$ cat src/sv/umsf_pkg.sv
`default_nettype none

package umsf_pkg;

  localparam int unsigned ByteW  = 8;
  localparam int unsigned CpW    = 21;
  localparam int unsigned LenW   = 3;
  localparam int unsigned CntW   = 2;
  localparam int unsigned HeldN  = 3;
  localparam int unsigned BundleN = 4;

  localparam logic [ByteW-1:0] ContMask  = 8'hC0;
  localparam logic [ByteW-1:0] ContCode  = 8'h80;
  localparam logic [ByteW-1:0] Lead2Mask = 8'hE0;
  localparam logic [ByteW-1:0] Lead2Code = 8'hC0;
  localparam logic [ByteW-1:0] Lead3Mask = 8'hF0;
  localparam logic [ByteW-1:0] Lead3Code = 8'hE0;
  localparam logic [ByteW-1:0] Lead4Mask = 8'hF8;
  localparam logic [ByteW-1:0] Lead4Code = 8'hF0;
  localparam logic [ByteW-1:0] LeadBody  = 8'h7F;

  localparam logic [LenW-1:0] LenNone = 3'd0;
  localparam logic [LenW-1:0] Len2    = 3'd2;
  localparam logic [LenW-1:0] Len3    = 3'd3;
  localparam logic [LenW-1:0] Len4    = 3'd4;

  localparam logic [CpW-1:0] CpVs15     = 21'h00FE0E;
  localparam logic [CpW-1:0] CpVs16     = 21'h00FE0F;
  localparam logic [CpW-1:0] CpZwj      = 21'h00200D;
  localparam logic [CpW-1:0] CpKeycap   = 21'h0020E3;
  localparam logic [CpW-1:0] CpToneLo   = 21'h01F3FB;
  localparam logic [CpW-1:0] CpToneHi   = 21'h01F3FF;
  localparam logic [CpW-1:0] CpTagLo    = 21'h0E0020;
  localparam logic [CpW-1:0] CpTagHi    = 21'h0E007F;

  function automatic logic is_hidden(input logic [CpW-1:0] cp);
    return cp inside {CpVs15, CpVs16, CpZwj, CpKeycap,
                      [CpToneLo:CpToneHi], [CpTagLo:CpTagHi]};
  endfunction

endpackage

`default_nettype wire

$ cat src/sv/utf8_modifier_strip_filter_core.sv
// results of an input beat are registered and appear in the cycle after it is taken
// throughput: one input beat per cycle while the output is ready and each beat yields at most one result
// an input beat yielding n results (n up to 4) holds off further input until
// the output bundle has sent all n, one beat per cycle while the output is ready
// reset: asynchronous active low; clears pending sequence and output valid
`default_nettype none

module utf8_modifier_strip_filter_core (
  input  wire                        clk_i,
  input  wire                        rst_ni,
  input  wire                        in_valid_i,
  output logic                       in_ready_o,
  input  wire  [umsf_pkg::ByteW-1:0] in_byte_i,
  output logic                       out_valid_o,
  input  wire                        out_ready_i,
  output logic [umsf_pkg::ByteW-1:0] out_byte_o,
  output logic                       run_end_o,
  output logic                       string_end_o
);
  import umsf_pkg::*;

  // pending sequence
  logic [LenW-1:0]  exp_len_q, exp_len_d;
  logic [CntW-1:0]  rcv_q, rcv_d;
  logic [CpW-1:0]   acc_q, acc_d;
  logic [ByteW-1:0] held_q [HeldN];
  logic             held_we;
  logic [CntW-1:0]  held_idx;

  // output bundle
  logic             out_valid_q;
  logic [CntW-1:0]  rem_q;
  logic [ByteW-1:0] bnd_q [BundleN];
  logic             str_end_q;

  logic             has_res;
  logic [CntW-1:0]  rem_d;
  logic [ByteW-1:0] bnd_d [BundleN];
  logic             str_end_d;

  logic             is_cont;
  logic [CpW-1:0]   cp_next;
  logic [LenW-1:0]  lead_len;
  logic             take, last, in_acc;

  assign is_cont = (in_byte_i & ContMask) == ContCode;
  assign cp_next = {acc_q[CpW-7:0], in_byte_i[5:0]};

  always_comb begin
    if ((in_byte_i & Lead2Mask) == Lead2Code) begin
      lead_len = Len2;
    end else if ((in_byte_i & Lead3Mask) == Lead3Code) begin
      lead_len = Len3;
    end else if ((in_byte_i & Lead4Mask) == Lead4Code) begin
      lead_len = Len4;
    end else begin
      lead_len = LenNone;
    end
  end

  always_comb begin
    exp_len_d = LenNone;
    rcv_d     = '0;
    acc_d     = '0;
    held_we   = 1'b0;
    held_idx  = '0;
    has_res   = 1'b0;
    rem_d     = '0;
    str_end_d = 1'b0;
    for (int i = 0; i < BundleN; i++) begin
      bnd_d[i] = in_byte_i;
    end

    if (in_byte_i == '0) begin
      has_res   = 1'b1;
      str_end_d = 1'b1;
    end else if (exp_len_q != LenNone && is_cont) begin
      if ({1'b0, rcv_q} + 3'd1 < exp_len_q) begin
        held_we   = 1'b1;
        held_idx  = rcv_q;
        exp_len_d = exp_len_q;
        rcv_d     = rcv_q + 2'd1;
        acc_d     = cp_next;
      end else if (!is_hidden(cp_next)) begin
        // sequence complete and visible
        has_res = 1'b1;
        rem_d   = rcv_q;
        for (int i = 0; i < HeldN; i++) begin
          if (CntW'(i) < rcv_q) begin
            bnd_d[i] = held_q[i];
          end
        end
      end
    end else if (!in_byte_i[ByteW-1]) begin
      has_res = 1'b1;
    end else if (lead_len != LenNone) begin
      held_we   = 1'b1;
      exp_len_d = lead_len;
      rcv_d     = 2'd1;
      acc_d     = {{(CpW-ByteW){1'b0}}, in_byte_i & (LeadBody >> lead_len)};
    end
  end

  assign take       = out_valid_q && out_ready_i;
  assign last       = rem_q == '0;
  assign in_ready_o = !out_valid_q || (take && last);
  assign in_acc     = in_valid_i && in_ready_o;

  always_ff @(posedge clk_i or negedge rst_ni) begin
    if (!rst_ni) begin
      exp_len_q   <= LenNone;
      rcv_q       <= '0;
      acc_q       <= '0;
      out_valid_q <= 1'b0;
      rem_q       <= '0;
    end else begin
      if (in_acc) begin
        exp_len_q   <= exp_len_d;
        rcv_q       <= rcv_d;
        acc_q       <= acc_d;
        out_valid_q <= has_res;
        rem_q       <= rem_d;
      end else if (take) begin
        if (last) begin
          out_valid_q <= 1'b0;
        end else begin
          rem_q <= rem_q - 2'd1;
        end
      end
    end
  end

  always_ff @(posedge clk_i) begin
    if (in_acc && held_we) begin
      held_q[held_idx] <= in_byte_i;
    end
    if (in_acc) begin
      str_end_q <= str_end_d;
      for (int i = 0; i < BundleN; i++) begin
        bnd_q[i] <= bnd_d[i];
      end
    end else if (take && !last) begin
      // next beat of the bundle moves to the front
      for (int i = 0; i < BundleN - 1; i++) begin
        bnd_q[i] <= bnd_q[i+1];
      end
    end
  end

  assign out_valid_o  = out_valid_q;
  assign out_byte_o   = bnd_q[0];
  assign run_end_o    = last;
  assign string_end_o = str_end_q;

  a_idle_count: assert property (@(posedge clk_i) disable iff (!rst_ni)
    exp_len_q == LenNone |-> rcv_q == '0)
    else $error("count held with no sequence pending");

  a_pend_count: assert property (@(posedge clk_i) disable iff (!rst_ni)
    exp_len_q != LenNone |-> rcv_q != '0 && {1'b0, rcv_q} < exp_len_q)
    else $error("pending count out of range");

  a_pend_len: assert property (@(posedge clk_i) disable iff (!rst_ni)
    exp_len_q == LenNone || exp_len_q == Len2 || exp_len_q == Len3 || exp_len_q == Len4)
    else $error("bad sequence length");

  a_term: assert property (@(posedge clk_i) disable iff (!rst_ni)
    in_acc && in_byte_i == '0 |=> out_valid_o && string_end_o && run_end_o
      && out_byte_o == '0)
    else $error("terminator beat missing");

endmodule

`default_nettype wire
$ cat config.mk
export PLATFORM = sky130hd
export DESIGN_NAME = utf8_modifier_strip_filter_core
export DESIGN_NICKNAME = d
export VERILOG_FILES = /design/src/sv/umsf_pkg.sv /design/src/sv/utf8_modifier_strip_filter_core.sv
export SDC_FILE = /design/constraint.sdc
export NUM_CORES = 1
export LEC_CHECK = 0
export BUFFER_PORTS_ARGS = -buffer_cell sky130_fd_sc_hd__buf_2
export CAP_MARGIN = 20
export CELL_PAD_IN_SITES_DETAIL_PLACEMENT = 2
export CELL_PAD_IN_SITES_GLOBAL_PLACEMENT = 2
export CORE_MARGIN = 2
export CORE_UTILIZATION = 35
export CTS_BUF_LIST = sky130_fd_sc_hd__clkbuf_4
export DETAILED_ROUTE_END_ITERATION = 10
export PLACE_DENSITY_LB_ADDON = 0.1
export SETUP_SLACK_MARGIN = 0.2
export SLEW_MARGIN = 20
export SYNTH_ARGS = -nofsm -noshare
export SYNTH_HDL_FRONTEND = slang
export SYNTH_SLANG_ARGS = --single-unit
export TNS_END_PERCENT = 100
$ cat constraint.sdc
create_clock -name clk_i -period 5.4 [get_ports clk_i]
set_input_delay 0.54 -clock clk_i [delete_from_list [all_inputs] [get_ports clk_i]]
set_output_delay 0.54 -clock clk_i [all_outputs]
set_load 0.05 [all_outputs]
==> impl_metrics.env <==
export IMPL_syn_cell_area_sq_um=3710
export IMPL_arrival_ns=3.70
export IMPL_synth_fa_ha_area_share_pct=2.02
export IMPL_seq_area_frac_synth_pct=61.6
export IMPL_cts_buffers=9
export IMPL_cts_htree_levels=3
export IMPL_ys_ff_latch=80
export IMPL_async_flop_share_pct=28.7
export IMPL_num_antenna_cells=0
export IMPL_r2r_start="rem_q[0]$_DFFE_PN0P_"
export IMPL_drtIter0Drc=165
export IMPL_viasPerCell=5.62
export IMPL_synthMuxAreaShare_pct=0
export IMPL_placed_area_sq_um=3850
export IMPL_postCtsSetupBuffers=0
export IMPL_cts_num_sinks=80
export IMPL_synth_compound_area_share_pct=14.0
export IMPL_synth_cells=317
export IMPL_ys_top_cells_by_count="edfxtp_1 (57), nand2_1 (44), dfrtp_1 (23), o21ai_0 (23), nor2_1 (18)"
export IMPL_relSlewSlack_pct=37.7
export IMPL_outcome="complete, no violations"
export IMPL_grt_total_usage_pct=19.2
export IMPL_gp_congestion=0.757
export IMPL_hpwl_um=6840
export IMPL_design_die_area_sq_um=11400
export IMPL_totalWireLength_um=10200
export IMPL_crit_path_start_kind="register"
export IMPL_postCtsHoldBufs=0
export IMPL_final_layout_size_suffix_gt1_share_pct=13.5
export IMPL_fp_dieH_um=107
export IMPL_grt_start_max_net_pins=45
export IMPL_avgSynthCellArea_sq_um=11.7
export IMPL_skew_ns=0.0260
export IMPL_syn_to_final_growth_pct=7.22
export IMPL_antenna_found_initial=0
export IMPL_drc=0
export IMPL_first_global_vias=2876
export IMPL_clk_path_buf_depth=2
export IMPL_synth_flop_cell="edfxtp_1"
export IMPL_rsz0062_at_grt="no"
export IMPL_clk_pin_slew_ns=0.14
export IMPL_synth_simple_area_share_pct=16.6
export IMPL_fin_crit_sh_pct=67.0
export IMPL_chipWidth_um=107
export IMPL_yosysWarnings=0
export IMPL_avgRoutedWirePerCell_um=21.8
export IMPL_start_util_pct=35.9
export IMPL_p_leak_nw=1.45
export IMPL_synth_most_common_cell="edfxtp_1"
export IMPL_vias=2638
export IMPL_yosysTopAreaCell="edfxtp_1"
export IMPL_cts_tree="done"
export IMPL_insertion_delay_ns=0.43
export IMPL_grt_pass1_wl_um=16600
export IMPL_yosysUniqueCellTypes=43
export IMPL_fin_nets=347
export IMPL_io_pins=24
export IMPL_synth_edf_count=57
export IMPL_cap_violations=0
export IMPL_period_needed_ns=3.62
export IMPL_syn_nets=335
export IMPL_placementRows=37
export IMPL_hold_violations=0
export IMPL_cp_required_ns=5.49
export IMPL_portBuffers=23
export IMPL_finalSetupViolCount=0
export IMPL_min_path_type="in -> async"
export IMPL_synth_xor_area_share_pct=0.236
export IMPL_path_class="reg -> reg"
export IMPL_post_cts_resized=0
export IMPL_tightest_slew_ns=0.935
export IMPL_synth_top_area_share_pct=46.1
export IMPL_max_freq_mhz=276
export IMPL_cts_root_buf="clkbuf_4"
export IMPL_design_area_sq_um=3980
export IMPL_grt_overflow=0
export IMPL_critical_path_max_fanout=26
export IMPL_ir_drop_uv=160
export IMPL_end_kind="register"
export IMPL_slew_viol_final=0
export IMPL_setup_total_negative_slack_ns=0
export IMPL_synth_top_family_by_area="simple AND/OR/NAND/NOR gates"
export IMPL_ys_top_cells_by_area="edfxtp_1 (46%), dfrtp_1 (16%), nand2_1 (4.5%)"
export IMPL_crit_start="rem_q[0]$_DFFE_PN0P_"
export IMPL_powerDensity_nw_per_um2=468
export IMPL_drt_pass1_iterations=4
export IMPL_ant_nets=0
export IMPL_core_sq_um=10300
-- final cells by class --
cell class	count	area, sq um
Fill cell	1086	6340
Sequential cell	80	2290
Multi-Input combinational cell	203	1220
Tap cell	136	170
Timing Repair Buffer	26	138
Clock buffer	9	67.6
Clock inverter	6	60.1
Inverter	9	33.8
-- cell families after synthesis --
logic type / count (synthesis)
AOI/OAI and AO/OA: 76
xor gates and xnor gates: 1
adders and majority gates: 6
buffers and inverters: 34
DFF: 80
and+or+nand+nor: 120
-- flip-flops by register name, summed over array words and instances, names as in the netlist --
name and count:
bnd_q 32, held_q 24, acc_q 15, exp_len_q 3
rcv_q 2, rem_q 2, out_valid_o 1, string_end_o 1
-- metrics by stage --
stage	util, %	std cells	hold slack (ns)	worst slack (ns)	power [mW]
final	38.5	469	0.0774	1.78	1.86
after global routing	38.5	469	0.0894	1.45	1.98
after CTS	38.5	469	0.0655	1.77	1.90
after detailed placement	37.3	454	0.535	1.82	1.54
after global placement	37.3	454	0.515	1.92	1.52
after floorplan	-	317	0.244	2.01	1.40
-- final timing paths --
path	cells after the start	endpoint	slack [ns]
max	9	held_q[0][5]$_DFFE_PP_	1.78
min reg2reg	2	bnd_q[0][15]$_DFFE_PP_	0.55
max in group asynchronous	1	acc_q[1]$_DFFE_PN0P_	4.94
min in group clk_i	2	out_valid_o$_DFFE_PN0P_	0.34
min	1	acc_q[13]$_DFFE_PN0P_	0.08
max reg2reg	9	held_q[0][5]$_DFFE_PP_	1.78
-- layout by cell type (no fill, tap or decap), types with 2 or more instances in the layout --
cell,count
edfxtp_1,57
nand2_1,43
o21ai_0,23
dfrtp_1,23
buf_2,23
nor2_1,18
a22o_1,16
nand4_1,12
a31oi_1,12
nor3_1,9
inv_1,9
clkbuf_4,9
nand3_1,7
nor4_1,7
or4_1,6
o211ai_1,6
a21oi_1,6
ha_1,6
nand2b_1,3
o22a_1,3
and2_1,3
buf_4,3
or3_1,2
a21o_1,2
clkinv_2,2
-- per-layer routing --
layer,part of all wire [%],track usage (%),vias to the layer above
li1,-,-,1219
met1,48,26.9,1358
met2,47,30.8,50
met3,2.9,2.55,11
met4,1.7,6.40,0
met5,0,0,-
-- power breakdown --
part / total (mW) / switching [mW] / internal (mW)
Sequential: 0.881 / 0.0654 / 0.815
Clock: 0.348 / 0.211 / 0.137
Combinational: 0.634 / 0.489 / 0.146
-- critical path: stages (launching register included) --
cell     delay (ns)
dfrtp_1        0.42
inv_1          0.06
ha_1           0.19
nand2_1        0.09
nand2_1        0.08
nand2_1        0.53
inv_1          0.70
nand2_1        0.25
a21oi_1        0.50
o21a_1         0.45
Note: power is estimated with default switching activity, not from simulation.
